<file path="src/rtl/lbm_pkg.sv">
// Shared types, widths and helpers for the D2Q9 BGK collision pipeline.
// No dependencies; every other file of the block imports this package.
package lbm_pkg;

  localparam int NCH = 9;             // populations per node
  localparam int DW = 24;             // Q4.20 field width
  localparam int QF = 20;             // fraction bits
  localparam int RW = 28;             // exact density sum
  localparam int MW = 27;             // exact first moments
  localparam int NW = MW - 1 + QF;    // dividend magnitude width
  localparam int DVW = 27;            // divisor (positive density) width
  localparam int QW = 24;             // quotient bits kept
  localparam int DIV_STAGES = 12;
  localparam int DIV_STEPS = QW / DIV_STAGES;
  localparam int PW = 36;             // 2 * equilibrium polynomial
  localparam int TW = 44;             // rho * polynomial after rounding
  localparam int MAGW = 48;           // magnitude for the divide by nine
  localparam int OW = 15;             // relaxation rate width
  localparam logic [OW-1:0] OMEGA_RESET = 15'd16384;

  // Weight 16, 4 or 1 (over 72) as a left shift, per channel.
  localparam int WSHIFT [NCH] = '{4, 2, 2, 2, 2, 0, 0, 0, 0};

  localparam logic signed [DW-1:0] SMAX = 24'sh7FFFFF;
  localparam logic signed [DW-1:0] SMIN = 24'sh800000;

  typedef logic signed [DW-1:0] pop_t;
  typedef pop_t [NCH-1:0] pops_t;

  typedef struct packed {
    pops_t                f;
    logic signed [RW-1:0] rho;
    logic                 rpos;
    logic                 negx;
    logic                 negy;
  } side_t;

  typedef struct packed {
    side_t side;
    pop_t  ux;
    pop_t  uy;
  } pass_t;

  function automatic pop_t sat24(input logic signed [63:0] v);
    if (v > 64'sd8388607) return SMAX;
    if (v < -64'sd8388608) return SMIN;
    return v[DW-1:0];
  endfunction

endpackage

</file>
<file path="src/rtl/lbm_mom.sv">
// Moment stages: density and first moments, then the unsigned dividend and
// divisor for the velocity divider. Depends on lbm_pkg.
module lbm_mom
  import lbm_pkg::*;
(
  input  logic           clk,
  input  logic           rst,
  input  logic           in_valid,
  output logic           in_ready,
  input  pops_t          in_pops,
  output logic           out_valid,
  input  logic           out_ready,
  output side_t          out_side,
  output logic [NW-1:0]  out_numx,
  output logic [NW-1:0]  out_numy,
  output logic [DVW-1:0] out_den
);

  logic                 a_valid, b_valid, a_en, b_en;
  pops_t                a_pops;
  logic signed [RW-1:0] a_rho, rho_sum;
  logic signed [MW-1:0] a_mx, a_my, mx_sum, my_sum, mag_x, mag_y;

  assign b_en = !b_valid || out_ready;
  assign a_en = !a_valid || b_en;
  assign in_ready = a_en;
  assign out_valid = b_valid;

  always_comb begin
    rho_sum = '0;
    for (int i = 0; i < NCH; i++) begin
      rho_sum = rho_sum + RW'($signed(in_pops[i]));
    end
    mx_sum = MW'($signed(in_pops[1])) + MW'($signed(in_pops[5])) + MW'($signed(in_pops[8]))
           - MW'($signed(in_pops[3])) - MW'($signed(in_pops[6])) - MW'($signed(in_pops[7]));
    my_sum = MW'($signed(in_pops[2])) + MW'($signed(in_pops[5])) + MW'($signed(in_pops[6]))
           - MW'($signed(in_pops[4])) - MW'($signed(in_pops[7])) - MW'($signed(in_pops[8]));
    mag_x = a_mx[MW-1] ? -a_mx : a_mx;
    mag_y = a_my[MW-1] ? -a_my : a_my;
  end

  always_ff @(posedge clk) begin
    if (rst) begin
      a_valid <= 1'b0;
      b_valid <= 1'b0;
    end else begin
      if (a_en) a_valid <= in_valid;
      if (b_en) b_valid <= a_valid;
    end
    if (a_en) begin
      a_pops <= in_pops;
      a_rho <= rho_sum;
      a_mx <= mx_sum;
      a_my <= my_sum;
    end
    if (b_en) begin
      out_side.f <= a_pops;
      out_side.rho <= a_rho;
      out_side.rpos <= a_rho > 0;
      out_side.negx <= a_mx[MW-1];
      out_side.negy <= a_my[MW-1];
      out_numx <= {mag_x[MW-2:0], {QF{1'b0}}};
      out_numy <= {mag_y[MW-2:0], {QF{1'b0}}};
      // A non-positive density gives zero velocity later; divide by one meanwhile.
      out_den <= (a_rho > 0) ? a_rho[DVW-1:0] : DVW'(1);
    end
  end

endmodule

</file>
<file path="config.mk">
export PLATFORM = sky130hd
export DESIGN_NAME = lbm_mom
export DESIGN_NICKNAME = d
export VERILOG_FILES = /design/src/rtl/lbm_pkg.sv /design/src/rtl/lbm_mom.sv
export SDC_FILE = /design/constraint.sdc
export NUM_CORES = 1
export LEC_CHECK = 0
export BUFFER_PORTS_ARGS = -buffer_cell sky130_fd_sc_hd__buf_2
export CORE_ASPECT_RATIO = 1.75
export CORE_MARGIN = 1.5
export CORE_UTILIZATION = 60
export DETAILED_ROUTE_END_ITERATION = 8
export PLACE_DENSITY = 0.83
export SYNTH_ARGS = -nofsm -noshare
export SYNTH_HDL_FRONTEND = slang
export SYNTH_SLANG_ARGS = --single-unit
</file>
<file path="constraint.sdc">
create_clock -name clk -period 12.8 [get_ports clk]
set_clock_uncertainty 0.2 [all_clocks]
set_input_delay 0.64 -clock clk [delete_from_list [all_inputs] [get_ports clk]]
set_output_delay 0.64 -clock clk [all_outputs]
set_load 0.02 [all_outputs]
</file>
# After elaboration in Yosys (flattened, before gate mapping)
# Index checks and enable logic that the tools add are counted.
# op_classes
reduce_logical	4
order_cmp	1
add_sub_neg	20
muxes	2
# ops
cell	count
adder 28 x 24 -> 28 bit	4
subtractor 27 x 24 -> 27 bit	4
adder 25 x 24 -> 26 bit	3
adder 24 x 24 -> 25 bit	3
subtractor 26 x 24 -> 27 bit	2
two-way mux 26 bit	2
negator 26 bit	2
adder 27 x 24 -> 28 bit	1
> comparator 28 x 1 -> 1 bit, second input constant	1
adder 26 x 24 -> 27 bit	1
zero test 1 bit	2
logical OR 1 bit	2
# word_totals
ff_bits	626
elab_cells	57
out_inout_bits	368

# Logic depth before layout (Yosys ltp)
# Gate-level depths: netlist of run 1.
# depth
word_depth	8
depth_mapped	18
mapped_depth_nobuf	18

# Least setup slack after synthesis of run 1
# No wires, ideal clock.
# synth_timing
kind	input -> register
startpoint	input out_ready
endpoint	register a_mx[0] (enable)
n_path_buf	0
path_stages	2
slack_ps	4516
t_arrival_ps	5799
path_cell_list	nor2b_1 > nand2_1
# synth_between
elab_chain_cells	2
# synth_rtl
element	line	source
start, declared	lbm_mom.sv:12	input logic out_ready,
logical OR 1 bit	lbm_mom.sv:24	assign b_en = !b_valid || out_ready;
logical OR 1 bit	lbm_mom.sv:25	assign a_en = !a_valid || b_en;
via in_ready	lbm_mom.sv:9	output logic in_ready,
end signal, assigned	lbm_mom.sv:53	a_mx <= mx_sum;
end, declared	lbm_mom.sv:22	logic signed [MW-1:0] a_mx, a_my, mx_sum, my_sum, mag_x, mag_y;
# The timed path passes the listed nets, and every way through them passes these cells.
# A chain may end at the register's enable or synchronous reset.

# Worst setup path after layout of run 1
# layout_timing
startpoint	input in_pops[16] in the netlist's numbering
endpoint	register a_rho[24] (data pin)
# layout_between
elab_chain_cells	8
# layout_rtl
element	line	source
start, declared	lbm_mom.sv:10	input pops_t in_pops,
adder 24 x 24 -> 25 bit	lbm_mom.sv:32	rho_sum = rho_sum + RW'($signed(in_pops[i]));
adder 25 x 24 -> 26 bit	lbm_mom.sv:32	
adder 26 x 24 -> 27 bit	lbm_mom.sv:32	
adder 27 x 24 -> 28 bit	lbm_mom.sv:32	
adder 28 x 24 -> 28 bit (4 in a row)	lbm_mom.sv:32	
via rho_sum[24]	lbm_mom.sv:21	logic signed [RW-1:0] a_rho, rho_sum;
end signal, assigned	lbm_mom.sv:52	a_rho <= rho_sum;
end, declared	lbm_mom.sv:21	
# The timed path passes the listed nets, and every way through them passes these cells.

==> metrics.md, run 1 <==
| Metric | Value |
|---|---|
| Status | finished, final reports clean |
| Register-to-register setup slack | 9.34 ns |
| Yosys cell types | 68 |
| Routed vias | 19800 |
| Pwr Total | 9.96 mW |
| Worst Tran Pin Value | 1.14 ns |
| Worst r2r path cells | 7 |
| DPL Wire Length | 65100 um |
| Hold endpoint | a_pops[4] |
| Final WS setup | 7.33 ns |
| Reg2Reg Launch Point | a_my[2] |
| Largest net degree at the start of global routing | 147 |
| Max Cap Viol | 0 |
| WL/cell | 22.7 um |
| Most frequent cells in the layout | edfxtp_1, buf_2, inv_1, fa_1, xnor2_1 |
| Placer Congestion | 0.925 |
| CP Max Fanout | 7 |
| Synthesis Warnings | 0 |
| H-tree depth | 2 |
| Die X | 182 um |
| Hold Crit Start | in_pops[4] |
| Initial DRC Count | 1247 |
| Fillers | 3604 |
| CP Launch Type | primary input |
| Worst-path clk slew | 0.07 ns |
| Global route overflow | 0 |
| Final Util | 70.3% |
| Clock latency on the worst-skew pair | 0.59 ns |
| Vias in the first global route | 21900 |
| I/O pins | 588 |
| Worst Hold Class | primary input to flip-flop |
| Die area | 57400 um^2 |
| Final Cycle Share | 42.7% |
| Clk buf depth | 3 |
| Layout cell share with drive strength beyond 1 | 22.8% |
| Total Neg Setup Slack | 0 ns |
| Syn Std Cell Area | 33600 um^2 |
| Main area contributors after synthesis | edfxtp_1, fa_1, inv_1 |
| Number of synthesized flops with an enable pin | 624 |
| Residual DRC | 0 |
| TritonCTS Buffers | 54 |
| Post-synthesis sequential area ratio | 55.9% |
| Critical Path Sink Type | flip-flop |
| Pre-CTS setup slack | 6.86 ns |
| Area growth syn-to-layout | 15.6% |
| CP max-delay cell | fa_1 |
| Critical Path Max Stage Delay | 0.53 ns |
| Syn Inst Count | 2283 |
| Sequence of cells on the critical path | dlygate4sd3_1 > buf_2 > inv_1 > fa_1 > inv_1 > fa_1 > fa_1 > inv_1 > fa_1 > inv_1 > ha_1 > nand4_1 > or3_1 > a211oi_1 > nor4_1 > o31ai_1 > a21oi_1 > xnor2_1 |
| Final hold vios | 0 |
| I/O Buffers | 547 |
| Largest family of logic cells by synthesized area | adder cells |
| # rows | 114 |
| Xor/xnor cell area share of the yosys netlist | 2.90% |
| Initial antenna violation count | 2 |
| Overall routing resource usage | 29.2% |
| Compound-gate portion of the synthesized area | 5.14% |
| Post-synth ARST share | 0% |
| Die Height | 316 um |
| 1st-pass router iterations | 8 |
| Simple-gate share of the synthesized area | 4.16% |
| Tmin final | 5.47 ns |
| Core footprint | 55200 um^2 |
| Max Clk Rate | 183 MHz |
| Hold_ws | 0.0375 ns |
| Main synth FF type | edfxtp_1 |
| Root Driver | clkbuf_16 |
| Reg2reg end | out_numy[40] |
| Placement Cell Area | 37000 um^2 |
| Most common cell after layout, fill and taps aside | edfxtp_1 |
| Unrepaired setup endpoints after global routing | false |
| Setup Viol. Count Final | 0 |
| Cts-stage hold buffer count | 3 |
| Pwr dens | 257 nW/um^2 |
| Post-Route WL | 81900 um |
| Setup Fix Bufs, Post-CTS | 0 |
| Final Max Tran Viols | 0 |
| First-pass GRT wire length | 123000 um |
| Avg Cell Area, Syn | 14.7 um^2 |
| Initial Util | 60.8% |
| Worst VDD drop | 0.147 mV |
| FF+latch count, synth | 626 |
| Mux contribution to synthesized area | 0% |
| Rel. slew slack | 24.1% |
| WP data required | 12.95 ns |
| P_leak | 17.3 nW |
| Design area | 38800 um^2 |
| Synth area leader | edfxtp_1 |
| # resized after CTS | 0 |
| Antenna-violating nets left | 0 |
| Final net count | 3539 |
| Synth top area share | 55.8% |
| CP arrival | 5.62 ns |
| Synth Area in Adders | 25.0% |
| Hold Path Depth | 1 |
| Via-to-Cell Ratio | 5.50 |
| WS Path Type | primary input to flip-flop |
| Sink Count | 626 |
| Final Non-Filler Cells | 3609 |
| Dpl cells | 3505 |
| CTS tree | yes |
==> metal layers <==
| layer | vias up | wire, um | GRT usage (%) |
|---|---|---|---|
| met5 | - | 0 | 0 |
| met4 | 0 | 4210 | 14.4 |
| met3 | 221 | 4960 | 4.46 |
| met2 | 908 | 46900 | 57.2 |
| met1 | 10000 | 25800 | 29.7 |
| li1 | 8715 | - | - |
==> registers in the layout, summed over array words and instances (netlist names), 26 cells and up <==
name      cells
a_pops      216
out_den      27
out_numy     26
out_side    247
a_my         27
out_numx     26
a_rho        28
a_mx         27
==> Yosys cell counts (11+ instances only) <==
cell	count
inv_1	503
xor2_1	24
o21ai_0	56
edfxtp_1	624
and2_1	27
a21o_1	34
nor2b_1	14
nor3_1	12
nand2b_1	12
ha_1	84
fa_1	367
a211oi_1	12
nand2_1	56
xnor2_1	87
nand4_1	11
clkbuf_1	25
nand3_1	19
a21oi_1	73
buf_4	41
nor2_1	50
o31ai_1	17
==> cell type report <==
cell class	count	area, um^2	area share (%)
Tap cell	696	871	2.24
Timing Repair Buffer	557	2830	7.30
Clock buffer	65	1460	3.75
Multi-Input combinational cell	1126	12600	32.6
Sequential cell	626	18800	48.4
Inverter	503	1900	4.88
Clock inverter	34	328	0.845
Antenna cell	2	5.00	0.0129
==> power by group <==
| part | switching, mW | internal (mW) |
|---|---|---|
| Clock | 0.736 | 0.918 |
| Combinational | 3.05 | 1.98 |
| Sequential | 0.287 | 2.99 |
==> logic make-up after synthesis <==
group	after synthesis
flip-flops	626
adder cells (fa/ha/maj)	451
buffers and inverters	570
XOR/XNOR	111
AO/OA/AOI/OAI	267
other	1
AND/OR/NAND/NOR	257
==> worst max path at each step <==
| stage | slack, ns | cells past startpoint | end | start |
|---|---|---|---|---|
| floorplan | 4.52 | 2 | a_mx[0] | out_ready |
| global placement | 7.00 | 17 | a_rho[27] | in_pops[32] |
| detailed placement | 6.86 | 17 | a_rho[25] | in_pops[34] |
| CTS | 7.28 | 18 | a_rho[24] | in_pops[16] |
| global route | 7.04 | 18 | a_rho[24] | in_pops[16] |
| finish | 7.33 | 18 | a_rho[24] | in_pops[16] |
==> worst max-delay path: cells and delay by family <==
kind	cells	cell delay [ns]
adder cells (fa/ha/maj)	5	2.38
buffers and inverters	6	0.88
AO/OA/AOI/OAI	3	0.87
AND/OR/NAND/NOR	3	0.72
XOR/XNOR	1	0.13
Power figures use the tool's default switching activity.
==> run 2: changes to the inputs <==
--- a/config.mk
+++ b/config.mk
@@ -8,9 +8,9 @@
 export BUFFER_PORTS_ARGS = -buffer_cell sky130_fd_sc_hd__buf_2
 export CORE_ASPECT_RATIO = 1.75
 export CORE_MARGIN = 1.5
-export CORE_UTILIZATION = 60
+export CORE_UTILIZATION = 57
 export DETAILED_ROUTE_END_ITERATION = 8
-export PLACE_DENSITY = 0.83
+export PLACE_DENSITY = 0.79
 export SYNTH_ARGS = -nofsm -noshare
 export SYNTH_HDL_FRONTEND = slang
 export SYNTH_SLANG_ARGS = --single-unit
==> constraint.sdc (replaced) <==
create_clock -name clk -period 5.63 [get_ports clk]
set_clock_uncertainty 0.2 [all_clocks]
set_input_delay 0.2815 -clock clk [delete_from_list [all_inputs] [get_ports clk]]
set_output_delay 0.2815 -clock clk [all_outputs]
set_load 0.02 [all_outputs]
==> run 2 against run 1 <==
Against the previous run:
- sequential power rose by 130%
- register-to-register slack lost 7.2 ns
- sequential share of layout area shrank 2.8 points
- critical path depth did not move
- core utilization up 0.38 points
- non-clock buffer count increased by 219
- final area is 6.1% higher
- final cell count increased by 8.3%
- global-route usage up 1.6 points
- via count increased by 5.8%
- die area is 5.2% higher
- largest cell class unchanged
==> metrics.md, run 2 (same netlist as run 1, synthesis figures left out) <==
| Metric | Value |
|---|---|
| Worst VDD drop | 0.404 mV |
| Clk buf depth | 3 |
| Clock latency on the worst-skew pair | 0.63 ns |
| Pwr dens | 564 nW/um^2 |
| Placer Congestion | 0.920 |
| Area growth syn-to-layout | 22.7% |
| First-pass GRT wire length | 137000 um |
| Max Clk Rate | 185 MHz |
| Vias in the first global route | 23400 |
| TritonCTS Buffers | 56 |
| Core footprint | 58300 um^2 |
| Number of flip-flops in the largest register | 247 |
| CP arrival | 5.55 ns |
| Most common cell on crit path | inv_1 |
| CP max-delay cell | fa_2 |
| Largest Register | out_side |
| Worst Tran Pin Value | 1.28 ns |
| Most common cell after layout, fill and taps aside | edfxtp_1 |
| CP Launch Type | primary input |
| Critical Path Sink Type | flip-flop |
| Initial DRC Count | 1329 |
| Initial antenna violation count | 2 |
| Max Cap Viol | 0 |
| Root Driver | clkbuf_16 |
| Routed vias | 21000 |
| Placement Cell Area | 37100 um^2 |
| Most frequent cells in the layout | edfxtp_1, buf_2, inv_1, fa_1, dlygate4sd3_1 |
| Hold_ws | 0.184 ns |
| Overall routing resource usage | 30.7% |
| Worst-path clk slew | 0.06 ns |
| Antenna-violating nets left | 0 |
| Die X | 186 um |
| P_leak | 18.2 nW |
| Post-Route WL | 90900 um |
| Critical Path Max Stage Delay | 0.70 ns |
| Sink Count | 626 |
| Tmin final | 5.39 ns |
| Largest net degree at the start of global routing | 157 |
| Die area | 60400 um^2 |
| I/O pins | 588 |
| Via-to-Cell Ratio | 5.37 |
| CP Max Fanout | 3 |
| 1st-pass router iterations | 5 |
| WL/cell | 23.3 um |
| Worst Hold Class | primary input to flip-flop |
| Fillers | 3747 |
| # rows | 117 |
| Final net count | 3760 |
| Rel. slew slack | 15.0% |
| Final Util | 70.7% |
| Die Height | 324 um |
| Residual DRC | 0 |
| Unrepaired setup endpoints after global routing | false |
| Global route overflow | 0 |
| Register area | 18800 um^2 |
| Layout cell share with drive strength beyond 1 | 21.6% |
| Final Max Tran Viols | 0 |
| Initial Util | 57.6% |
| CTS tree | yes |
| Setup Viol. Count Final | 0 |
| WP data required | 5.79 ns |
| WS Path Type | primary input to flip-flop |
| Setup Fix Bufs, Post-CTS | 0 |
| DR top layer | met4 |
| Sequence of cells on the critical path | dlygate4sd3_1 > buf_2 > inv_1 > fa_1 > inv_1 > fa_1 > fa_2 > inv_1 > fa_1 > inv_1 > ha_1 > a21oi_1 > o21ai_0 > or3b_2 > o21ai_1 > a2bb2oi_2 > a21oi_1 > xor2_1 |
| Top Registers | out_side (247), a_pops (216), a_rho (28) |
| Final Cycle Share | 95.8% |
| Design area | 41200 um^2 |
| Multi-input logic area | 12700 um^2 |
| Metal3 WL | 5330 um |
| Wl on met1 | 28200 um |
| I/O Buffers | 547 |
| DPL Wire Length | 65300 um |
| Final hold vios | 0 |
| Status | finished, final reports clean |
| H-tree depth | 2 |
| DR WL met2 | 51400 um |
-- run 2: cell count changes in the layout (fill, tap and decap cells not counted), moves of 2 or more --
cell	previous run	this run
buf_12	1	3
clkbuf_1	8	11
clkinv_1	8	3
clkinv_2	9	13
clkinvlp_4	2	7
dlygate4sd3_1	3	220
-- run 2: cell type report --
class,instances,share of cell area [%]
Timing Repair Buffer,776,12.2
Multi-Input combinational cell,1126,30.8
Tap cell,773,2.35
Clock inverter,36,0.850
Clock buffer,68,3.56
Sequential cell,626,45.6
Antenna cell,2,0.0121
Inverter,503,4.59
-- run 2: layer usage --
layer	global-route usage (%)	up-vias
li1	-	9141
met1	30.5	10500
met2	59.5	1061
met3	4.83	285
met4	18.9	0
met5	0	-
-- run 2: worst max-delay path, delay by kind of cell --
kind / cells / cell delay [ns]
fa+ha+maj: 5 / 2.54
buf+inv: 6 / 1.00
xor+xnor: 1 / 0.17
simple gates: 1 / 0.49
compound gates: 5 / 1.05
-- run 2: metrics by stage --
| stage | setup TNS, ns | setup slack, ns | instances | total power, mW |
|---|---|---|---|---|
| after floorplan | -133.00 | -0.408 | 2322 | 15.3 |
| after global placement | 0 | 0.168 | 3584 | 18.7 |
| after detailed placement | 0 | 0.0759 | 3584 | 19.0 |
| after CTS | 0 | 0.191 | 3908 | 23.1 |
| after global routing | 0 | 0.0220 | 3910 | 24.6 |
| final | 0 | 0.236 | 3910 | 23.2 |
-- run 2: final timing paths --
check	start	endpoint	slack, ns	depth (start not counted)
hold / removal	in_pops[15]	a_pops[15]	0.18	2
setup reg to reg	a_my[2]	out_numy[40]	2.15	7
setup / recovery	in_pops[33]	a_rho[25]	0.24	18
hold reg to reg	a_pops[136]	out_side[167]	0.21	0
-- run 2: what timing repair did --
| item | 4_1_cts | 5_1_grt |
|---|---|---|
| hold buffers | 220 | 0 |
| endpoints found under the hold margin | 221 | 0 |
| endpoints found under the setup margin | 0 | 6 |
| gates resized for setup | 0 | 5 |
-- run 2: where the power goes --
group          switching (mW)  internal (mW)
clock network            1.79           2.10
registers               0.696           6.80
logic                    7.15           4.67
total                    9.64           13.6
==> run 3: changes to the inputs <==
--- a/config.mk
+++ b/config.mk
@@ -6,9 +6,11 @@
 export NUM_CORES = 1
 export LEC_CHECK = 0
 export BUFFER_PORTS_ARGS = -buffer_cell sky130_fd_sc_hd__buf_2
+export CELL_PAD_IN_SITES_DETAIL_PLACEMENT = 0
+export CELL_PAD_IN_SITES_GLOBAL_PLACEMENT = 2
 export CORE_ASPECT_RATIO = 1.75
 export CORE_MARGIN = 1.5
-export CORE_UTILIZATION = 57
+export CORE_UTILIZATION = 40
 export DETAILED_ROUTE_END_ITERATION = 8
 export PLACE_DENSITY = 0.79
 export SYNTH_ARGS = -nofsm -noshare
==> run 3 against run 2 <==
Against the previous run:
- core utilization decreased by 20 points
- combinational power barely moved
- flip-flop and latch count stayed put
- final area rose by 1.5%
- die area increased by 42%
- sequential share of layout area decreased by 0.67 points
- total power is 1.6% higher
- first-iteration DRC count fell by 18%
- via count decreased by 4.2%
- routed wire length fell by 0.29%
- non-clock buffer count rose by 7
- worst setup slack better by 0.046 ns
==> metrics.md, run 3 (same netlist as run 1, synthesis figures left out) <==
| Metric | Value |
|---|---|
| Worst-path clk slew | 0.07 ns |
| Clk buf depth | 3 |
| Register-to-register setup slack | 2.15 ns |
| I/O pins | 588 |
| I/O Buffers | 547 |
| Final Cycle Share | 95.0% |
| Final net count | 3769 |
| CP max-delay cell | or4b_2 |
| Routed vias | 20100 |
| Top Registers | out_side (247), a_pops (216), a_rho (28) |
| Core footprint | 83200 um^2 |
| Die Height | 386 um |
| Largest Register | out_side |
| Number of flip-flops in the largest register | 247 |
| Antenna-violating nets left | 0 |
| Max Clk Rate | 187 MHz |
| Critical Path Max Stage Delay | 0.63 ns |
| CP Max Fanout | 5 |
| Sink Count | 626 |
| Tmin final | 5.35 ns |
| CTS tree | yes |
| Via-to-Cell Ratio | 4.77 |
| Final WS setup | 0.282 ns |
| Multi-input logic area | 12700 um^2 |
| Pwr dens | 564 nW/um^2 |
| Unrepaired setup endpoints after global routing | false |
| Die area | 85700 um^2 |
| # rows | 140 |
| Most frequent cells in the layout | edfxtp_1, buf_2, inv_1, fa_1, dlygate4sd3_1 |
| Setup Fix Bufs, Post-CTS | 0 |
| Initial DRC Count | 1090 |
| Pre-CTS setup slack | 0.0281 ns |
| Critical Path Sink Type | flip-flop |
| Largest net degree at the start of global routing | 128 |
| Global route overflow | 0 |
| Initial Util | 40.4% |
| CP arrival | 5.63 ns |
| Initial antenna violation count | 1 |
| Sequence of cells on the critical path | dlygate4sd3_1 > buf_2 > inv_1 > fa_1 > inv_1 > fa_1 > fa_1 > inv_1 > fa_1 > inv_1 > ha_1 > nor2b_1 > o31ai_1 > buf_4 > a21oi_1 > o21ai_0 > a21boi_0 > or4b_2 > nand3_1 |
| Vias in the first global route | 22400 |
| WL/cell | 21.5 um |
| Layout cell share with drive strength beyond 1 | 22.0% |
| Overall routing resource usage | 21.4% |
| WS Path Type | primary input to flip-flop |
| Most common cell after layout, fill and taps aside | edfxtp_1 |
| Rel. slew slack | 29.9% |
| DPL Wire Length | 71200 um |
| Register area | 18800 um^2 |
| Final Max Tran Viols | 0 |
| Placer Congestion | 0.884 |
| Post-Route WL | 90700 um |
| H-tree depth | 2 |
| Max Cap Viol | 0 |
| Residual DRC | 0 |
| WP data required | 5.92 ns |
| Pwr Total | 23.6 mW |
| Fillers | 7110 |
| CP Launch Type | primary input |
| Root Driver | clkbuf_16 |
| Worst Hold Class | primary input to flip-flop |
| Clock latency on the worst-skew pair | 0.66 ns |
| 1st-pass router iterations | 5 |
| First-pass GRT wire length | 136000 um |
| P_leak | 18.3 nW |
| Die X | 222 um |
| Status | finished, final reports clean |
| Final hold vios | 0 |
| TritonCTS Buffers | 58 |
| Setup Viol. Count Final | 0 |
| Area growth syn-to-layout | 24.5% |
| Worst VDD drop | 0.332 mV |
| Worst Tran Pin Value | 1.05 ns |
[run 3: changes by cell type in the layout (fill, tap and decap cells not counted), moves of 2 or more]
cell,before,now
inv_6,4,12
clkinv_2,13,10
clkbuf_1,11,4
bufinv_16,5,8
inv_8,0,2
clkinv_1,3,5
buf_4,6,13
clkinv_4,5,2
[run 3: power by group]
group          switching (mW)  internal (mW)  leakage (nW)
sequential              0.633           6.79          6.59
combinational            7.23           4.68          10.8
clock                    1.94           2.31         0.976
[run 3: layer usage]
metal / track usage [%] / vias to the layer above / wire, um
li1: - / 9192 / -
met1: 22.2 / 10200 / 31400
met2: 42.8 / 592 / 51800
met3: 3.45 / 136 / 4220
met4: 7.67 / 0 / 3160
met5: 0 / - / 0
[run 3: final timing paths]
path / start / to / cells past startpoint
worst max-delay path: in_pops[28] / a_rho[12] / 19
worst min-delay path: rst / a_valid / 3
worst min register to register: a_pops[204] / out_side[235] / 0
worst max register to register: a_my[2] / out_numy[41] / 7
[run 3: worst max-delay path, delay by kind of cell]
family | cells | cell delay [ns]
buffers and inverters | 7 | 1.09
and+or+nand+nor | 3 | 0.98
adders and majority gates | 5 | 2.52
AOI/OAI and AO/OA | 4 | 0.73
[run 3: layout make-up]
type / count / area share [%]
clock buffers: 62 / 3.51
well taps: 1065 / 3.19
clock inverters: 48 / 1.33
diodes: 1 / 0.00599
inverters: 503 / 4.53
multi-input cells: 1126 / 30.3
flip-flops and latches: 626 / 44.9
repair buffers: 783 / 12.2
[run 3: timing repair]
item | 4_1_cts | 5_1_grt
hold buffers | 220 | 0
gates resized for setup | 0 | 2
endpoints found under the setup margin | 0 | 4
hold endpoints to repair | 222 | 0
[run 3: stage by stage]
| step | instance area [um^2] | cells | setup TNS, ns | utilization (%) | hold WS (ns) |
|---|---|---|---|---|---|
| CTS | 41800 | 4213 | 0 | 50.2 | 0.0912 |
| floorplan | 33700 | 2322 | -133.00 | - | 0.144 |
| finish | 41800 | 4214 | 0 | 50.2 | 0.146 |
| global placement | 37600 | 3883 | 0 | 45.1 | 0.200 |
| detailed placement | 37600 | 3883 | 0 | 45.1 | 0.205 |
| global route | 41800 | 4214 | 0 | 50.2 | 0.120 |
